### src/rtl/core/rfp_pkg.sv
// Shared types and constants for the H.264 RTP FU-A packetizer.
// No dependencies; used by rfp_ctrl, rfp_emit and the top level.
package rfp_pkg;

	localparam int MAX_PAYLOAD_LIMIT = 4096;

	localparam int HDR_BYTES  = 12;
	localparam int FU_BYTES   = 2;
	localparam int CFG_W      = 32;
	localparam int CFG_IDX_W  = 2;
	localparam int IDX_W      = 4;
	localparam int LEN_W      = 13;

	localparam logic [CFG_IDX_W-1:0] REG_PAYLOAD_TYPE = 2'd0;
	localparam logic [CFG_IDX_W-1:0] REG_SYNC_SOURCE  = 2'd1;
	localparam logic [CFG_IDX_W-1:0] REG_INIT_SEQ     = 2'd2;
	localparam logic [CFG_IDX_W-1:0] REG_MAX_PAYLOAD  = 2'd3;

	localparam logic [6:0]  RST_PAYLOAD_TYPE = 7'd96;
	localparam logic [31:0] RST_SYNC_SOURCE  = 32'd0;
	localparam logic [15:0] RST_INIT_SEQ     = 16'd0;
	localparam logic [12:0] RST_MAX_PAYLOAD  = 13'd1400;

	localparam logic [7:0] RTP_VERSION_BYTE = 8'h80;
	localparam logic [7:0] NRI_MASK         = 8'hE0;
	localparam logic [7:0] FU_A_TYPE        = 8'd28;
	localparam logic [7:0] NAL_TYPE_MASK    = 8'h1F;
	localparam logic [7:0] FU_START_BIT     = 8'h80;
	localparam logic [7:0] FU_END_BIT       = 8'h40;

	// byte positions inside one word burst
	localparam logic [IDX_W-1:0] IDX_FIRST    = 4'd0;
	localparam logic [IDX_W-1:0] IDX_HDR_LAST = 4'd11;
	localparam logic [IDX_W-1:0] IDX_FU_IND   = 4'd12;
	localparam logic [IDX_W-1:0] IDX_FU_HDR   = 4'd13;
	localparam logic [IDX_W-1:0] IDX_BYTE     = 4'd14;

	typedef struct packed {
		logic [7:0]       data;
		logic [7:0]       fu_ind;
		logic [7:0]       fu_hdr;
		logic             marker;
		logic [6:0]       pt;
		logic [15:0]      seq;
		logic [31:0]      ts;
		logic [31:0]      ssrc;
		logic [LEN_W-1:0] total;
		logic             last;
		logic             frag;
		logic [IDX_W-1:0] start;
	} plan_t;

endpackage

### src/rtl/core/rfp_ctrl.sv
// Configuration registers, NAL/packet tracking state and per-word decode.
// Depends on rfp_pkg; produces an rfp_pkg::plan_t for rfp_emit.
module rfp_ctrl #(
	parameter int MAX_PAYLOAD_LIMIT = rfp_pkg::MAX_PAYLOAD_LIMIT
) (
	input  logic                           clk,
	input  logic                           arst_n,
	input  logic                           cfg_we,
	input  logic [rfp_pkg::CFG_IDX_W-1:0]  cfg_index,
	input  logic [rfp_pkg::CFG_W-1:0]      cfg_data,
	input  logic                           accept,
	input  logic [7:0]                     nal_byte,
	input  logic [23:0]                    nal_length,
	input  logic [31:0]                    media_time,
	input  logic                           frame_end,
	output rfp_pkg::plan_t                 plan,
	output logic                           has_out
);

	localparam int PW = $clog2(MAX_PAYLOAD_LIMIT + 1);

	logic [6:0]                    payload_type_q;
	logic [31:0]                   sync_source_q;
	logic [12:0]                   max_payload_q;
	logic [15:0]                   seq_q;
	logic [23:0]                   nal_left_q;
	logic [PW-1:0]                 pkt_left_q;
	logic                          first_frag_q;
	logic [7:0]                    nal_hdr_q;
	logic [rfp_pkg::LEN_W-1:0]     total_q;

	logic [23:0]                   mp, m, m2, len1, cnt, nal_n;
	logic [PW-1:0]                 pkt_n;
	logic                          first_n, seq_inc, frag_last;
	logic [7:0]                    hdr_n;

	always_comb begin
		mp = 24'(max_payload_q);
		if (mp < 24'd3) begin
			m = 24'd3;
		end else if (mp > 24'(MAX_PAYLOAD_LIMIT)) begin
			m = 24'(MAX_PAYLOAD_LIMIT);
		end else begin
			m = mp;
		end
		m2 = m - 24'(rfp_pkg::FU_BYTES);
		len1 = (nal_length == 24'd0) ? 24'd1 : nal_length;
		cnt = (m2 > nal_left_q) ? nal_left_q : m2;
		frag_last = (cnt == nal_left_q);

		plan.data   = nal_byte;
		plan.fu_ind = (nal_hdr_q & rfp_pkg::NRI_MASK) | rfp_pkg::FU_A_TYPE;
		plan.fu_hdr = (nal_hdr_q & rfp_pkg::NAL_TYPE_MASK)
			| (first_frag_q ? rfp_pkg::FU_START_BIT : 8'h00)
			| (frag_last ? rfp_pkg::FU_END_BIT : 8'h00);
		plan.marker = 1'b0;
		plan.pt     = payload_type_q;
		plan.seq    = seq_q;
		plan.ts     = media_time;
		plan.ssrc   = sync_source_q;
		plan.total  = total_q;
		plan.frag   = 1'b0;
		plan.start  = rfp_pkg::IDX_BYTE;

		has_out = 1'b1;
		seq_inc = 1'b0;
		first_n = first_frag_q;
		hdr_n   = nal_hdr_q;
		nal_n   = nal_left_q - 24'd1;
		pkt_n   = pkt_left_q - PW'(1);

		if (nal_left_q == 24'd0) begin
			nal_n = len1 - 24'd1;
			if (len1 <= m) begin
				first_n      = 1'b0;
				seq_inc      = 1'b1;
				pkt_n        = PW'(len1 - 24'd1);
				plan.total   = rfp_pkg::LEN_W'(len1 + 24'(rfp_pkg::HDR_BYTES));
				plan.marker  = frame_end;
				plan.start   = rfp_pkg::IDX_FIRST;
			end else begin
				has_out = 1'b0;
				first_n = 1'b1;
				hdr_n   = nal_byte;
				pkt_n   = '0;
			end
		end else if (pkt_left_q == '0) begin
			first_n     = 1'b0;
			seq_inc     = 1'b1;
			pkt_n       = PW'(cnt - 24'd1);
			plan.total  = rfp_pkg::LEN_W'(cnt + 24'(rfp_pkg::HDR_BYTES + rfp_pkg::FU_BYTES));
			plan.marker = frag_last & frame_end;
			plan.frag   = 1'b1;
			plan.start  = rfp_pkg::IDX_FIRST;
		end
		plan.last = (pkt_n == '0);
	end

	always_ff @(posedge clk or negedge arst_n) begin
		if (!arst_n) begin
			payload_type_q <= rfp_pkg::RST_PAYLOAD_TYPE;
			sync_source_q  <= rfp_pkg::RST_SYNC_SOURCE;
			max_payload_q  <= rfp_pkg::RST_MAX_PAYLOAD;
			seq_q          <= rfp_pkg::RST_INIT_SEQ;
			nal_left_q     <= '0;
			pkt_left_q     <= '0;
			first_frag_q   <= 1'b0;
			nal_hdr_q      <= '0;
			total_q        <= '0;
		end else begin
			if (accept) begin
				nal_left_q   <= nal_n;
				pkt_left_q   <= pkt_n;
				first_frag_q <= first_n;
				nal_hdr_q    <= hdr_n;
				total_q      <= plan.total;
				if (seq_inc) begin
					seq_q <= seq_q + 16'd1;
				end
			end
			if (cfg_we) begin
				case (cfg_index)
					rfp_pkg::REG_PAYLOAD_TYPE: payload_type_q <= cfg_data[6:0];
					rfp_pkg::REG_SYNC_SOURCE:  sync_source_q  <= cfg_data;
					rfp_pkg::REG_INIT_SEQ:     seq_q          <= cfg_data[15:0];
					rfp_pkg::REG_MAX_PAYLOAD:  max_payload_q  <= cfg_data[12:0];
					default: ;
				endcase
			end
		end
	end

	a_first_frag_open: assert property (@(posedge clk) disable iff (!arst_n)
		first_frag_q |-> nal_left_q != 24'd0)
		else $error("first fragment pending with no NAL bytes left");

	a_seq_step: assert property (@(posedge clk) disable iff (!arst_n)
		accept && seq_inc && !cfg_we |=> seq_q == $past(seq_q) + 16'd1)
		else $error("sequence number did not advance on packet open");

endmodule

### src/rtl/core/rfp_emit.sv
// Word register and byte serializer: plays one plan as 1, 13 or 15 bytes.
// Depends on rfp_pkg; fed by rfp_ctrl, drives the output register.
module rfp_emit (
	input  logic                        clk,
	input  logic                        arst_n,
	input  logic                        load,
	input  rfp_pkg::plan_t              plan,
	output logic                        free,
	output logic                        out_valid,
	input  logic                        out_ready,
	output logic [7:0]                  packet_byte,
	output logic                        packet_end,
	output logic [rfp_pkg::LEN_W-1:0]   packet_length
);

	logic                        valid_s1;
	rfp_pkg::plan_t              plan_s1;
	logic [rfp_pkg::IDX_W-1:0]   idx_s1;
	logic                        out_valid_q;
	logic [7:0]                  byte_q;
	logic                        end_q;
	logic [rfp_pkg::LEN_W-1:0]   len_q;

	logic                        load_out, adv, done;
	logic [rfp_pkg::IDX_W-1:0]   idx_n;
	logic [7:0]                  byte_n;

	assign load_out = !out_valid_q || out_ready;
	assign adv      = valid_s1 && load_out;
	assign done     = adv && (idx_s1 == rfp_pkg::IDX_BYTE);
	assign free     = !valid_s1 || done;

	always_comb begin
		if (idx_s1 == rfp_pkg::IDX_HDR_LAST && !plan_s1.frag) begin
			idx_n = rfp_pkg::IDX_BYTE;
		end else begin
			idx_n = idx_s1 + 4'd1;
		end
		case (idx_s1)
			4'd0:  byte_n = rfp_pkg::RTP_VERSION_BYTE;
			4'd1:  byte_n = {plan_s1.marker, plan_s1.pt};
			4'd2:  byte_n = plan_s1.seq[15:8];
			4'd3:  byte_n = plan_s1.seq[7:0];
			4'd4:  byte_n = plan_s1.ts[31:24];
			4'd5:  byte_n = plan_s1.ts[23:16];
			4'd6:  byte_n = plan_s1.ts[15:8];
			4'd7:  byte_n = plan_s1.ts[7:0];
			4'd8:  byte_n = plan_s1.ssrc[31:24];
			4'd9:  byte_n = plan_s1.ssrc[23:16];
			4'd10: byte_n = plan_s1.ssrc[15:8];
			4'd11: byte_n = plan_s1.ssrc[7:0];
			4'd12: byte_n = plan_s1.fu_ind;
			4'd13: byte_n = plan_s1.fu_hdr;
			default: byte_n = plan_s1.data;
		endcase
	end

	always_ff @(posedge clk or negedge arst_n) begin
		if (!arst_n) begin
			valid_s1    <= 1'b0;
			idx_s1      <= rfp_pkg::IDX_FIRST;
			out_valid_q <= 1'b0;
		end else begin
			if (load) begin
				valid_s1 <= 1'b1;
				idx_s1   <= plan.start;
			end else if (done) begin
				valid_s1 <= 1'b0;
			end else if (adv) begin
				idx_s1 <= idx_n;
			end
			if (load_out) begin
				out_valid_q <= valid_s1;
			end
		end
	end

	always_ff @(posedge clk) begin
		if (load) begin
			plan_s1 <= plan;
		end
		if (adv) begin
			byte_q <= byte_n;
			end_q  <= (idx_s1 == rfp_pkg::IDX_BYTE) && plan_s1.last;
			len_q  <= plan_s1.total;
		end
	end

	assign out_valid     = out_valid_q;
	assign packet_byte   = byte_q;
	assign packet_end    = end_q;
	assign packet_length = len_q;

	a_idx_range: assert property (@(posedge clk) disable iff (!arst_n)
		valid_s1 |-> idx_s1 <= rfp_pkg::IDX_BYTE)
		else $error("serializer index past payload byte");

	a_single_skip: assert property (@(posedge clk) disable iff (!arst_n)
		adv && idx_s1 == rfp_pkg::IDX_HDR_LAST && !plan_s1.frag
		|=> valid_s1 && idx_s1 == rfp_pkg::IDX_BYTE)
		else $error("single-NAL packet did not skip FU bytes");

endmodule

### src/rtl/core/h264_rtp_fua_packetizer_unit.sv
// Top level: H.264 RTP packetizer with FU-A fragmentation.
// The first packet byte of an accepted NAL word passes the word register and then the output register.
// Throughput: one NAL byte per cycle inside a packet unless out_ready stalls;
// an opening word holds input until 13 (single NAL) or 15 (FU-A) bytes are played.
// Reset (arst_n, async low): registers to defaults, sequence 0, no NAL in flight.
module h264_rtp_fua_packetizer_unit #(
	parameter int MAX_PAYLOAD_LIMIT = rfp_pkg::MAX_PAYLOAD_LIMIT
) (
	input  logic                           clk,
	input  logic                           arst_n,
	input  logic                           cfg_we,
	input  logic [rfp_pkg::CFG_IDX_W-1:0]  cfg_index,
	input  logic [rfp_pkg::CFG_W-1:0]      cfg_data,
	input  logic                           in_valid,
	output logic                           in_ready,
	input  logic [7:0]                     nal_byte,
	input  logic [23:0]                    nal_length,
	input  logic [31:0]                    media_time,
	input  logic                           frame_end,
	output logic                           out_valid,
	input  logic                           out_ready,
	output logic [7:0]                     packet_byte,
	output logic                           packet_end,
	output logic [rfp_pkg::LEN_W-1:0]      packet_length
);

	rfp_pkg::plan_t plan;
	logic           has_out, accept, free;

	assign in_ready = free;
	assign accept   = in_valid && free;

	rfp_ctrl #(
		.MAX_PAYLOAD_LIMIT(MAX_PAYLOAD_LIMIT)
	) u_ctrl (
		.clk        (clk),
		.arst_n     (arst_n),
		.cfg_we     (cfg_we),
		.cfg_index  (cfg_index),
		.cfg_data   (cfg_data),
		.accept     (accept),
		.nal_byte   (nal_byte),
		.nal_length (nal_length),
		.media_time (media_time),
		.frame_end  (frame_end),
		.plan       (plan),
		.has_out    (has_out)
	);

	rfp_emit u_emit (
		.clk           (clk),
		.arst_n        (arst_n),
		.load          (accept && has_out),
		.plan          (plan),
		.free          (free),
		.out_valid     (out_valid),
		.out_ready     (out_ready),
		.packet_byte   (packet_byte),
		.packet_end    (packet_end),
		.packet_length (packet_length)
	);

endmodule

### config.mk
export PLATFORM = sky130hd
export DESIGN_NAME = h264_rtp_fua_packetizer_unit
export DESIGN_NICKNAME = d
export VERILOG_FILES = /design/src/rtl/core/rfp_pkg.sv /design/src/rtl/core/rfp_ctrl.sv /design/src/rtl/core/rfp_emit.sv /design/src/rtl/core/h264_rtp_fua_packetizer_unit.sv
export SDC_FILE = /design/constraint.sdc
export NUM_CORES = 1
export LEC_CHECK = 0
export BUFFER_PORTS_ARGS = -buffer_cell sky130_fd_sc_hd__buf_2
export CELL_PAD_IN_SITES_DETAIL_PLACEMENT = 0
export CELL_PAD_IN_SITES_GLOBAL_PLACEMENT = 1
export CORE_MARGIN = 2
export CORE_UTILIZATION = 28
export DETAILED_ROUTE_END_ITERATION = 16
export PLACE_DENSITY = 0.51
export REMOVE_ABC_BUFFERS = 1
export SETUP_SLACK_MARGIN = 0.5
export SLEW_MARGIN = 20
export SYNTH_ARGS = -nofsm -noshare
export SYNTH_HDL_FRONTEND = slang
export SYNTH_SLANG_ARGS = --single-unit
### constraint.sdc
create_clock -name clk -period 7.38 [get_ports clk]
set_input_delay 1.107 -clock clk [delete_from_list [all_inputs] [get_ports clk]]
set_output_delay 1.107 -clock clk [all_outputs]
set_load 0.02 [all_outputs]
# [Word-level counts from Yosys, hierarchy flattened]
# Index checks and enable logic that the tools add are counted.
[word_totals] wordCells=125 regBits=277 in_bits=104 out_inout_bits=24
[op_classes] bitwise=4 n_eq_ne=19 n_lt_le_gt_ge=4 addsub=9 muxes=37 reduce_logical=26
[ops] cell="$pmux W8 S14" n=1
[ops] cell="$mux W13" n=8
[ops] cell="$mux W24" n=3
[ops] cell="$mux W16" n=4
[ops] cell="$logic_not A24 Y1" n=2
[ops] cell="$sub A24 B1 Y24 const B" n=2
[ops] cell="$eq A4 B4 Y1 const B" n=7
[ops] cell="$add A13 B4 Y13 const B" n=2
[ops] cell="$logic_not A13 Y1" n=2
[ops] cell="$sub A13 B1 Y13 const B" n=2
[ops] cell="$eq A24 B24 Y1" n=1
[ops] cell="$gt A24 B24 Y1" n=1
[ops] cell="$le A24 B13 Y1" n=1
[ops] cell="$mux W4" n=6
[ops] cell="$add A16 B1 Y16 const B" n=1
[ops] cell="$eq A4 B3 Y1 const B" n=4
[ops] cell="$sub A13 B2 Y14 const B" n=1
[ops] cell="$gt A13 B13 Y1 const B" n=1
[ops] cell="$lt A13 B2 Y1 const B" n=1
[ops] cell="$mux W1" n=12
[ops] cell="$reduce_and A2 Y1" n=5
[ops] cell="$eq A4 B2 Y1 const B" n=2
[ops] cell="$mux W8" n=1
[ops] cell="$or A5 B8 Y8" n=1
[ops] cell="other kinds (17)" n=28

# [Logic depth before layout (Yosys ltp)]
# Gate-level depths: netlist of the first run.
[logic_depth] depth_word=10 depth_mapped=27 ltp_nobuf=24

# [Hierarchy]
# Synthesis of the first run repeated with hierarchy kept, for this count alone.
[hier_totals] hier_cells=1447 area_unflattened_um2=15388.5
[modules_own_cells] mod="rfp_ctrl" area_each_um2=9609.2 instances=1 cells_per_inst=1126 seq_area_each_um2=3188.1
[modules_own_cells] mod="rfp_emit" area_each_um2=5766.8 instances=1 cells_per_inst=319 seq_area_each_um2=4624.4
[modules_own_cells] mod="h264_rtp_fua_packetizer_unit" area_each_um2=12.5 instances=1 cells_per_inst=2 seq_area_each_um2=0.0

# [Least setup slack after synthesis of the first run]
# Ideal clock, no wire load.
[synth_path] path_kind="input port to flip-flop" startpoint="input nal_length[4]" endpoint="register u_emit.plan_s1[100] in the netlist's numbering (enable)" n_path_buf=1 required_time_ps=6905 setup_time_ps=475 stages=12 setup_slack_ps=838 arrival_time_ps=6067 path_cell_list="clkbuf_1 > or4_1 > nor3b_1 > and4b_1 > nor2_1 > ha_1 > and3_1 > nand4_1 > a21o_1 > a31oi_4 > o21ai_0 > inv_1"
[synth_between] elab_chain_len=6
[synth_lines] item="start: declaration" line="h264_rtp_fua_packetizer_unit.sv:17" text="input logic [23:0] nal_length,"
[synth_lines] item="$logic_not A24 Y1" line="rfp_ctrl.sv:47" text="len1 = (nal_length == 24'd0) ? 24'd1 : nal_length;"
[synth_lines] item="$mux W24 (*)" line="rfp_ctrl.sv:47"
[synth_lines] item="$le A24 B13 Y1 (*)" line="rfp_ctrl.sv:74" text="if (len1 <= m) begin"
[synth_lines] item="$mux W1 (*)" line="rfp_ctrl.sv:74"
[synth_lines] item="$mux W1 (*)" line="rfp_ctrl.sv:72" text="if (nal_left_q == 24'd0) begin"
[synth_lines] item="$logic_and A1 B1 Y1 (*)" line="h264_rtp_fua_packetizer_unit.sv:53" text=".load (accept && has_out),"
[synth_lines] item="named net u_emit.load" line="rfp_emit.sv:6" text="input logic load,"
[synth_lines] item="end signal: assignment" line="rfp_emit.sv:80" text="plan_s1 <= plan;"
[synth_lines] item="end: declaration" line="rfp_emit.sv:17" text="rfp_pkg::plan_t plan_s1;"
# The timed path passes the listed nets; every way through them passes the cells marked *.
# A chain may end at the register's enable or synchronous reset.

==> results.txt, run 1 <==
Input and output buffers added on the ports amount to 127. The required time of the critical path was 7.78 ns. Setup repair after global routing left no endpoint under its margin. Clock tree synthesis found a total of 276 sinks.

For the detailed router's first-iteration violation count, the log shows 824. For this design the static power due to leakage is 6.56 nW. The total count of hold-check failures in the final report was 0. Worst-margin pin slew: 0.905 ns. The first global-routing pass estimated 69.3 mm of wire. 128 I/O pins were placed. The total global routing track utilization was 17.1%; the maximum ir drop on the vdd rail was 0.000153 V. The detailed router placed 10756 vias in this run. The repair_antennas step left the layout with diodes totalling 0. For the number of max-slew violations in the final report, the log shows 0. The main combinational cell family by area after synthesis was compound AO/OA/AOI/OAI gates. The detailed-route wire length per cell is 21.6 um, and the post-synthesis simple-gate area fraction is 13.4%.

In this run the worst hold path is classified as reg2reg. The largest total area in the synthesized netlist belongs to sky130_fd_sc_hd__edfxtp_1. In the synthesized netlist the async set-or-reset flop fraction comes to 48.2%. The maximum buffer depth of the clock tree was 3. The top achievable clock speed is 158 MHz. The flow ran to the end, and the final reports show no timing, DRC or antenna violations. After detailed routing, the number of remaining DRC violations is 0. The power per cell area came out at 336 mW/mm^2. Summing the areas of all xor and xnor instances in the mapped netlist gives 4.50% of the synthesized area. The adder and majority gate portion of the synthesized area is 4.17%. The multiplexer share of the synthesized area came out at 6.85%.

The library cell with the highest instance count after synthesis is sky130_fd_sc_hd__edfxtp_1. The number of synthesized register bits was 276; the largest fanout on the critical path was 13. Of the synthesized area, sequential elements account for 53.0%.

Row generation in the floorplan step produced 83 rows. The cell sitting at the root of the clock tree is a sky130_fd_sc_hd__clkbuf_16. In the final layout, the share of cells above drive strength 1 is 22.6%. Summed over all layers, the routed wires come to 45.9 mm. The worst setup path is captured at a register. The total congestion overflow was 0.

In this run the biggest area consumer among cell types represents 29.8% of the synthesized area. At the later pin of the worst-skew pair, clock insertion delay measures 0.59 ns. The most crowded layer after global routing is met2.

Routability congestion estimate from global placement: 0.866. The critical path in this run is classified as reg2reg. The floorplan core area was 0.0511 mm^2.

TritonCTS built the clock tree. By area the synthesized netlist is led by sky130_fd_sc_hd__edfxtp_1, sky130_fd_sc_hd__dfrtp_1, sky130_fd_sc_hd__mux2_2. The logs give 0.0158 mm^2 for the placed standard-cell area and 1 for the count of H-tree levels built during CTS. For this configuration, the core starts out at a cell density of 28.2%.

The post-synthesis cell area came out at 0.0144 mm^2. Setup total negative slack on the finished layout was measured at 0 ns. The HPWL after detailed placement is 33.1 mm.

Across the run, the number of max-cap violations was 0. The setup-violating endpoint count in the final report is 0, and the detail-routed via count per cell is 5.07. The die outline area is 0.0533 mm^2.

The part of the cycle the worst path needs came out at 86.0%. During synthesis, Yosys emitted a total of 0 warnings. The logs give 86 for the count of unique library cells instantiated by Yosys and 0 for the antenna violation net count after detailed routing. The time the final worst path needs with I/O delays and setup is 6.34 ns, and the worst endpoint data arrival time is 6.75 ns.

Counting the fill cells in the layout gives 5212. For this run, global-route usage on met2 was measured as 27.1%. For the number of non-filler instances in the completed layout, the log shows 2123.

Once the clock tree was built, the setup fixing pass inserted 0 buffers. The met1 demand-to-capacity share in global routing is 24.6%. Before antenna repair, the detailed router went through 5 iterations. For the count of placed standard cells including taps, the log shows 2065.

Counting every instance in the synthesized netlist gives 1309. Clock-pin slew was measured on the worst setup and hold paths at 0.07 ns. The via count of the first global-routing pass came out at 10792.

The dominant register cell in the synthesized netlist is sky130_fd_sc_hd__edfxtp_1. The initial antenna violation count is 2. The die width is 231 um, and the chip height is 231 um. The compound-gate portion of the synthesized area works out to 14.6%. The tools report the critical path startpoint category as a register. The synthesized design contains 143 enable-type register cells.

The final layout net count is 1570, and the number of CTS-inserted buffers is 31. Relative to the synthesized area, the layout overhead comes to 17.5%. The average footprint of a synthesized cell works out to 11.0 um^2. Ranked by instance count, the synthesized netlist is headed by sky130_fd_sc_hd__edfxtp_1, sky130_fd_sc_hd__dfrtp_1, sky130_fd_sc_hd__nor2_1. With fillers left out, the area of the finished cells amounts to 0.0169 mm^2. Hold repair after CTS inserted 0 buffers. The clock arrives with 0.0111 ns of skew.

The worst pin sits at a relative slew slack of 39.0%. Entering global routing, the biggest net connects 83 pins. The met3 track utilization from global routing was 2.45%.
==> sequential cells by signal, summed over array words and instances (netlist names), 7 cells and up <==
name,cells
u_emit.packet_length,13
u_emit.packet_byte,8
u_ctrl.total_q,13
u_ctrl.max_payload_q,13
u_ctrl.pkt_left_q,13
u_ctrl.nal_hdr_q,8
u_ctrl.seq_q,16
u_ctrl.nal_left_q,24
u_ctrl.sync_source_q,32
u_emit.plan_s1,121
u_ctrl.payload_type_q,7
==> placed cells by master (no fill, tap or decap), types with 48 or more instances in the layout <==
| cell type | n |
|---|---|
| sky130_fd_sc_hd__dfrtp_1 | 125 |
| sky130_fd_sc_hd__o21ai_0 | 54 |
| sky130_fd_sc_hd__ha_1 | 48 |
| sky130_fd_sc_hd__edfxtp_1 | 143 |
| sky130_fd_sc_hd__nor2_1 | 105 |
| sky130_fd_sc_hd__mux2_2 | 73 |
| sky130_fd_sc_hd__a21oi_1 | 81 |
| sky130_fd_sc_hd__nand2_1 | 96 |
| sky130_fd_sc_hd__inv_1 | 55 |
| sky130_fd_sc_hd__buf_2 | 126 |
==> worst paths after layout <==
check                                         start                 endpoint  slack (ns)  depth (start not counted)
max                        u_ctrl.max_payload_q[11]        u_emit.plan_s1[5]        1.04                         24
min                              u_emit.plan_s1[11]  u_emit.packet_length[5]        0.41                          0
max reg2reg                u_ctrl.max_payload_q[11]        u_emit.plan_s1[5]        1.04                         24
min reg2reg                      u_emit.plan_s1[11]  u_emit.packet_length[5]        0.41                          0
max in group asynchronous                    arst_n         u_ctrl.seq_q[13]        5.41                          2
min in group asynchronous                    arst_n    u_ctrl.pkt_left_q[11]        0.56                          1
==> power breakdown <==
group          switching, mW  internal, mW
logic                   1.18         0.645
registers              0.193          2.02
clock network          0.669         0.983
==> critical path, stage by stage, from the launching register on <==
cell	delay (ns)
sky130_fd_sc_hd__dfrtp_1	0.40
sky130_fd_sc_hd__or4_1	0.68
sky130_fd_sc_hd__nor4_4	0.22
sky130_fd_sc_hd__o21ai_2	0.17
sky130_fd_sc_hd__ha_1	0.33
sky130_fd_sc_hd__inv_1	0.18
sky130_fd_sc_hd__nor3_1	0.09
sky130_fd_sc_hd__buf_4	0.21
sky130_fd_sc_hd__ha_1	0.33
sky130_fd_sc_hd__nand4_1	0.18
sky130_fd_sc_hd__or4_1	0.59
sky130_fd_sc_hd__nor2_1	0.19
sky130_fd_sc_hd__o31ai_1	0.14
sky130_fd_sc_hd__buf_4	0.21
sky130_fd_sc_hd__a21oi_1	0.24
sky130_fd_sc_hd__nor3_1	0.09
sky130_fd_sc_hd__nor2_1	0.20
sky130_fd_sc_hd__ha_1	0.25
sky130_fd_sc_hd__nand2_1	0.07
sky130_fd_sc_hd__a31oi_1	0.15
sky130_fd_sc_hd__nand4_1	0.24
sky130_fd_sc_hd__nand2b_1	0.23
sky130_fd_sc_hd__a221oi_2	0.28
sky130_fd_sc_hd__o221ai_1	0.20
sky130_fd_sc_hd__nor4_2	0.30
==> per-layer routing <==
metal,vias up,share of wire [%]
met5,-,0
met4,0,1.6
met3,56,5.8
met2,306,45
met1,5303,48
li1,5091,-
==> through the flow <==
| stage | power (mW) | worst slack, ns | hold WS [ns] | util [%] |
|---|---|---|---|---|
| global placement | 4.08 | 1.02 | 0.409 | 30.9 |
| global route | 6.02 | 0.516 | 0.424 | 33.1 |
| floorplan | 3.39 | 0.951 | 0.400 | - |
| detailed placement | 4.08 | 0.856 | 0.405 | 30.9 |
| finish | 5.69 | 1.04 | 0.415 | 33.1 |
| CTS | 5.75 | 0.815 | 0.414 | 33.1 |
==> cell type report <==
cell class | instances | area, um^2 | area share (%)
tap | 680 | 851 | 5.03
sequential | 276 | 7630 | 45.1
multi-input combinational | 901 | 6290 | 37.2
clock inverter | 19 | 228 | 1.35
clock buffer | 39 | 876 | 5.17
timing repair buffer | 151 | 835 | 4.93
inverter | 57 | 216 | 1.28
==> logic make-up (layout without fill, tap and decap cells) <==
group | after synthesis | after routing
AO/OA/AOI/OAI | 305 | 305
XOR/XNOR | 74 | 74
adder cells (fa/ha/maj) | 48 | 48
buffers and inverters | 132 | 266
flip-flops | 276 | 276
multiplexers | 87 | 87
other | 1 | 1
AND/OR/NAND/NOR | 386 | 386
==> repair_timing <==
item / 4_1_cts / 5_1_grt
resized for setup: 0 / 5
setup endpoints to repair: 0 / 1
hold endpoints to repair: 0 / 0
Note: power is estimated with default switching activity, not from simulation.
==> inputs of run 2 (changes only) <==
--- a/config.mk
+++ b/config.mk
@@ -12,6 +12,7 @@
 export CORE_UTILIZATION = 28
 export DETAILED_ROUTE_END_ITERATION = 16
 export PLACE_DENSITY = 0.51
+export RECOVER_POWER = 50
 export REMOVE_ABC_BUFFERS = 1
 export SETUP_SLACK_MARGIN = 0.5
 export SLEW_MARGIN = 20
==> run 2 against run 1 <==
Effect of this change: core utilization decreased by 0.076 points; clock power about the same; largest cell class unchanged; the run now ends with max-capacitance violations, max-slew violations left; highest routed layer unchanged; setup slack got worse by 0.019 ns; total power about the same; worst hold slack about the same; cell count unchanged; sequential power about the same; design area decreased by 0.23%; combinational power about the same; critical path depth decreased by 1; global-route usage unchanged.
==> results.txt, run 2 (synthesis gave the netlist of run 1 again) <==
Highest-delay cell along the critical path: sky130_fd_sc_hd__or4_1. The tree is rooted in a sky130_fd_sc_hd__clkbuf_16. Global routing used 17.1% of the available tracks across all layers. The run gives 0 as the total of hold buffers inserted after clock tree synthesis. Once placement finished, the instance area stood at 0.0158 mm^2. The final reports fail on max-capacitance violations, max-slew violations. The relative contribution of combinational cells to total power is 32.0%, and the routability congestion estimate from global placement is 0.866. Once detailed placement completed, the half-perimeter wirelength came to 33.1 mm. Setup slack on the critical path of the routed design comes to 1.02 ns. The run gives 6.51 nW as the standby leakage power.

The floorplan step set the die width to 231 um. In this run the critical register-to-register path is launched from u_ctrl.max_payload_q[11]. The family with the most delay on the worst path was simple AND/OR/NAND/NOR gates. In this run the power density over the cells is 336 mW/mm^2.

The run finished, with violations left. Part of the cycle the worst path needs: 86.2%. The tools report the worst clock skew on the final layout as 0.00953 ns. The total count of hold-check failures in the final report was 0. The detailed router finished its first iteration with 913 violations.

Measured against its own limit, the worst slew margin works out to -191%. The worst hold path begins at u_emit.plan_s1[11]. Data arrives at the worst endpoint at 6.76 ns.

The worst hold-check path type was reg2reg. The number of port buffers works out to 127. STA classifies the critical path startpoint as a register. Global routing finished with a remaining overflow of 0. For the number of max-slew violations in the final report, the log shows 183. Walking the worst path, the cells encountered are or4_1, nor4_4, o21ai_2, ha_1, inv_1, nor3_1, buf_4, ha_1, nand4_1, or4_1, nand2b_1, o21a_2, nor3_1, nor3_1, nor2_1, ha_1, nand2_1, a31oi_1, nand4_1, nand2b_1, a221oi_2, o221ai_1, nor4_2. The logs give 28.2% for the initial standard-cell utilization of the core and 276 for the clock net sink count. Net switching is 35.9% of the power. For the worst setup path, the data required time is 7.78 ns.

Summing over every cut layer, the via total after detailed routing is 10768. The die is 231 um tall. The first-pass GRT wire length is 69.3 mm. In the layout the commonest cells are sky130_fd_sc_hd__edfxtp_1, sky130_fd_sc_hd__dfrtp_1, sky130_fd_sc_hd__buf_2, sky130_fd_sc_hd__nor2_1, sky130_fd_sc_hd__nand2_1.

The time the final worst path needs with I/O delays and setup works out to 6.36 ns. The area growth from synthesis to layout is 17.2%. Using the TritonRoute via totals, the vias-per-cell ratio works out to 5.07. The number of I/O pins was 128; the detailed-route wire length per cell was 21.6 um.

For the portion of total power attributed to sequential cells, the log shows 38.9%. The tool flagged a number of max-cap violations equal to 4. For the worst-case setup slack after placement, the log shows 0.856 ns. Before antenna repair, the detailed router went through 5 iterations.

The repair_antennas step left the layout with diodes totalling 0. The top achievable clock speed came out at 157 MHz. Classification of the worst setup path: reg2reg. The number of fillers in the final layout was 5217.

Setup repair after global routing left no endpoint under its margin. The largest registers in the layout are u_emit.plan_s1 (121), u_ctrl.sync_source_q (32), u_ctrl.nal_left_q (24). The switching power came out at 2.04 mW. Layout cell share with drive strength beyond 1: 21.5%.

For this block, the routed nets add up to 45.9 mm of wire. The antenna violation net count after detailed routing was 0; the total negative slack was 0 ns. The count of H-tree levels built during CTS is 1, and the largest fanout on the critical path is 13. Clock-pin slew was measured on the worst setup and hold paths at 0.07 ns.

Setup violations remaining at the end of the flow were counted as 0. The run gives 2123 as the number of non-filler instances in the completed layout. The maximum ir drop on the vdd rail is 0.000153 V, and the power share of the clock group is 29.0%. The sum of buffers and inverters on the critical path works out to 2. The number of remaining DRC errors was 0. Register with the most flip-flops: u_emit.plan_s1.

The count of placed standard cells including taps came out at 2065. For the later-pin clock latency in the skew report, the log shows 0.59 ns. Element type at the critical path end: a register. TritonCTS built the clock tree. The logs give 0.0511 mm^2 for the floorplan core area and 2 for the initial antenna violation count. In this run the core area contains 83 standard-cell rows.

Entering global routing, the biggest net connects 83 pins. Leaving out fill and tap cells, the most frequent cell in the layout is sky130_fd_sc_hd__edfxtp_1. The via count of the first global-routing pass came out at 10792. The maximum buffer depth of the clock tree is 3. The largest single stage delay on the critical path is 0.67 ns. The worst-margin pin slew was 4.37 ns. The tools report the internal power component as 3.64 mW. At the end of the flow, the number of nets in the layout was 1570. The die covers 0.0533 mm^2.

The tools report the number of CTS-inserted buffers as 31. The final instance area came out at 0.0169 mm^2. The register with the most flip-flops in the layout has 121 of them. In this run the worst setup path begins at u_ctrl.max_payload_q[11].
run 2: cell types whose count changed in the layout (fill, tap and decap cells not counted):
| cell | previous run | this run |
|---|---|---|
| sky130_fd_sc_hd__and2_0 | 0 | 1 |
| sky130_fd_sc_hd__and2_1 | 5 | 4 |
| sky130_fd_sc_hd__buf_2 | 126 | 115 |
| sky130_fd_sc_hd__buf_4 | 23 | 18 |
| sky130_fd_sc_hd__buf_6 | 1 | 0 |
| sky130_fd_sc_hd__clkbuf_1 | 1 | 17 |
| sky130_fd_sc_hd__clkbuf_2 | 0 | 1 |
run 2: cell type report:
class | instances | area [um^2] | share of cell area [%]
inverters | 57 | 216 | 1.28
flip-flops and latches | 276 | 7630 | 45.2
clock buffers | 39 | 876 | 5.19
repair buffers | 151 | 796 | 4.71
well taps | 680 | 851 | 5.04
clock inverters | 19 | 228 | 1.35
multi-input cells | 901 | 6290 | 37.3
run 2: final timing paths:
check / to / slack [ns] / cells after the start
hold / removal: u_emit.packet_length[5] / 0.41 / 0
setup reg to reg: u_emit.plan_s1[5] / 1.02 / 23
min in group asynchronous: u_ctrl.pkt_left_q[11] / 2.06 / 1
max in group asynchronous: u_ctrl.seq_q[13] / 1.87 / 2
hold reg to reg: u_emit.packet_length[5] / 0.41 / 0
setup / recovery: u_emit.plan_s1[5] / 1.02 / 23
run 2: metrics by stage:
| stage | hold slack, ns | total power [mW] | utilization, % |
|---|---|---|---|
| floorplan | 0.400 | 3.39 | - |
| global placement | 0.409 | 4.08 | 30.9 |
| detailed placement | 0.405 | 4.08 | 30.9 |
| CTS | 0.414 | 5.75 | 33.1 |
| global route | 0.424 | 6.01 | 33.1 |
| finish | 0.415 | 5.68 | 33.1 |
run 2: power groups by stage:
| stage | Combinational (mW) | Sequential (mW) | Clock (mW) |
|---|---|---|---|
| 2_1_floorplan | 1.10 | 2.28 | 0 |
| 3_3_place_gp | 1.85 | 2.24 | 0 |
| 3_5_place_dp | 1.84 | 2.24 | 0 |
| 4_1_cts | 1.84 | 2.21 | 1.70 |
| 5_1_grt | 2.01 | 2.25 | 1.75 |
| 6_report | 1.82 | 2.21 | 1.65 |
run 2: metal layers:
metal,global-route usage (%),vias to the layer above,wire length [um]
met5,0,-,0
met4,3.53,0,689
met3,2.45,54,2590
met2,27.1,293,20600
met1,24.6,5333,22000
li1,-,5088,-
run 2: what timing repair did:
action	in CTS	in global routing
resized for setup	0	5
setup buffers	0	0
endpoints found under the setup margin	0	1
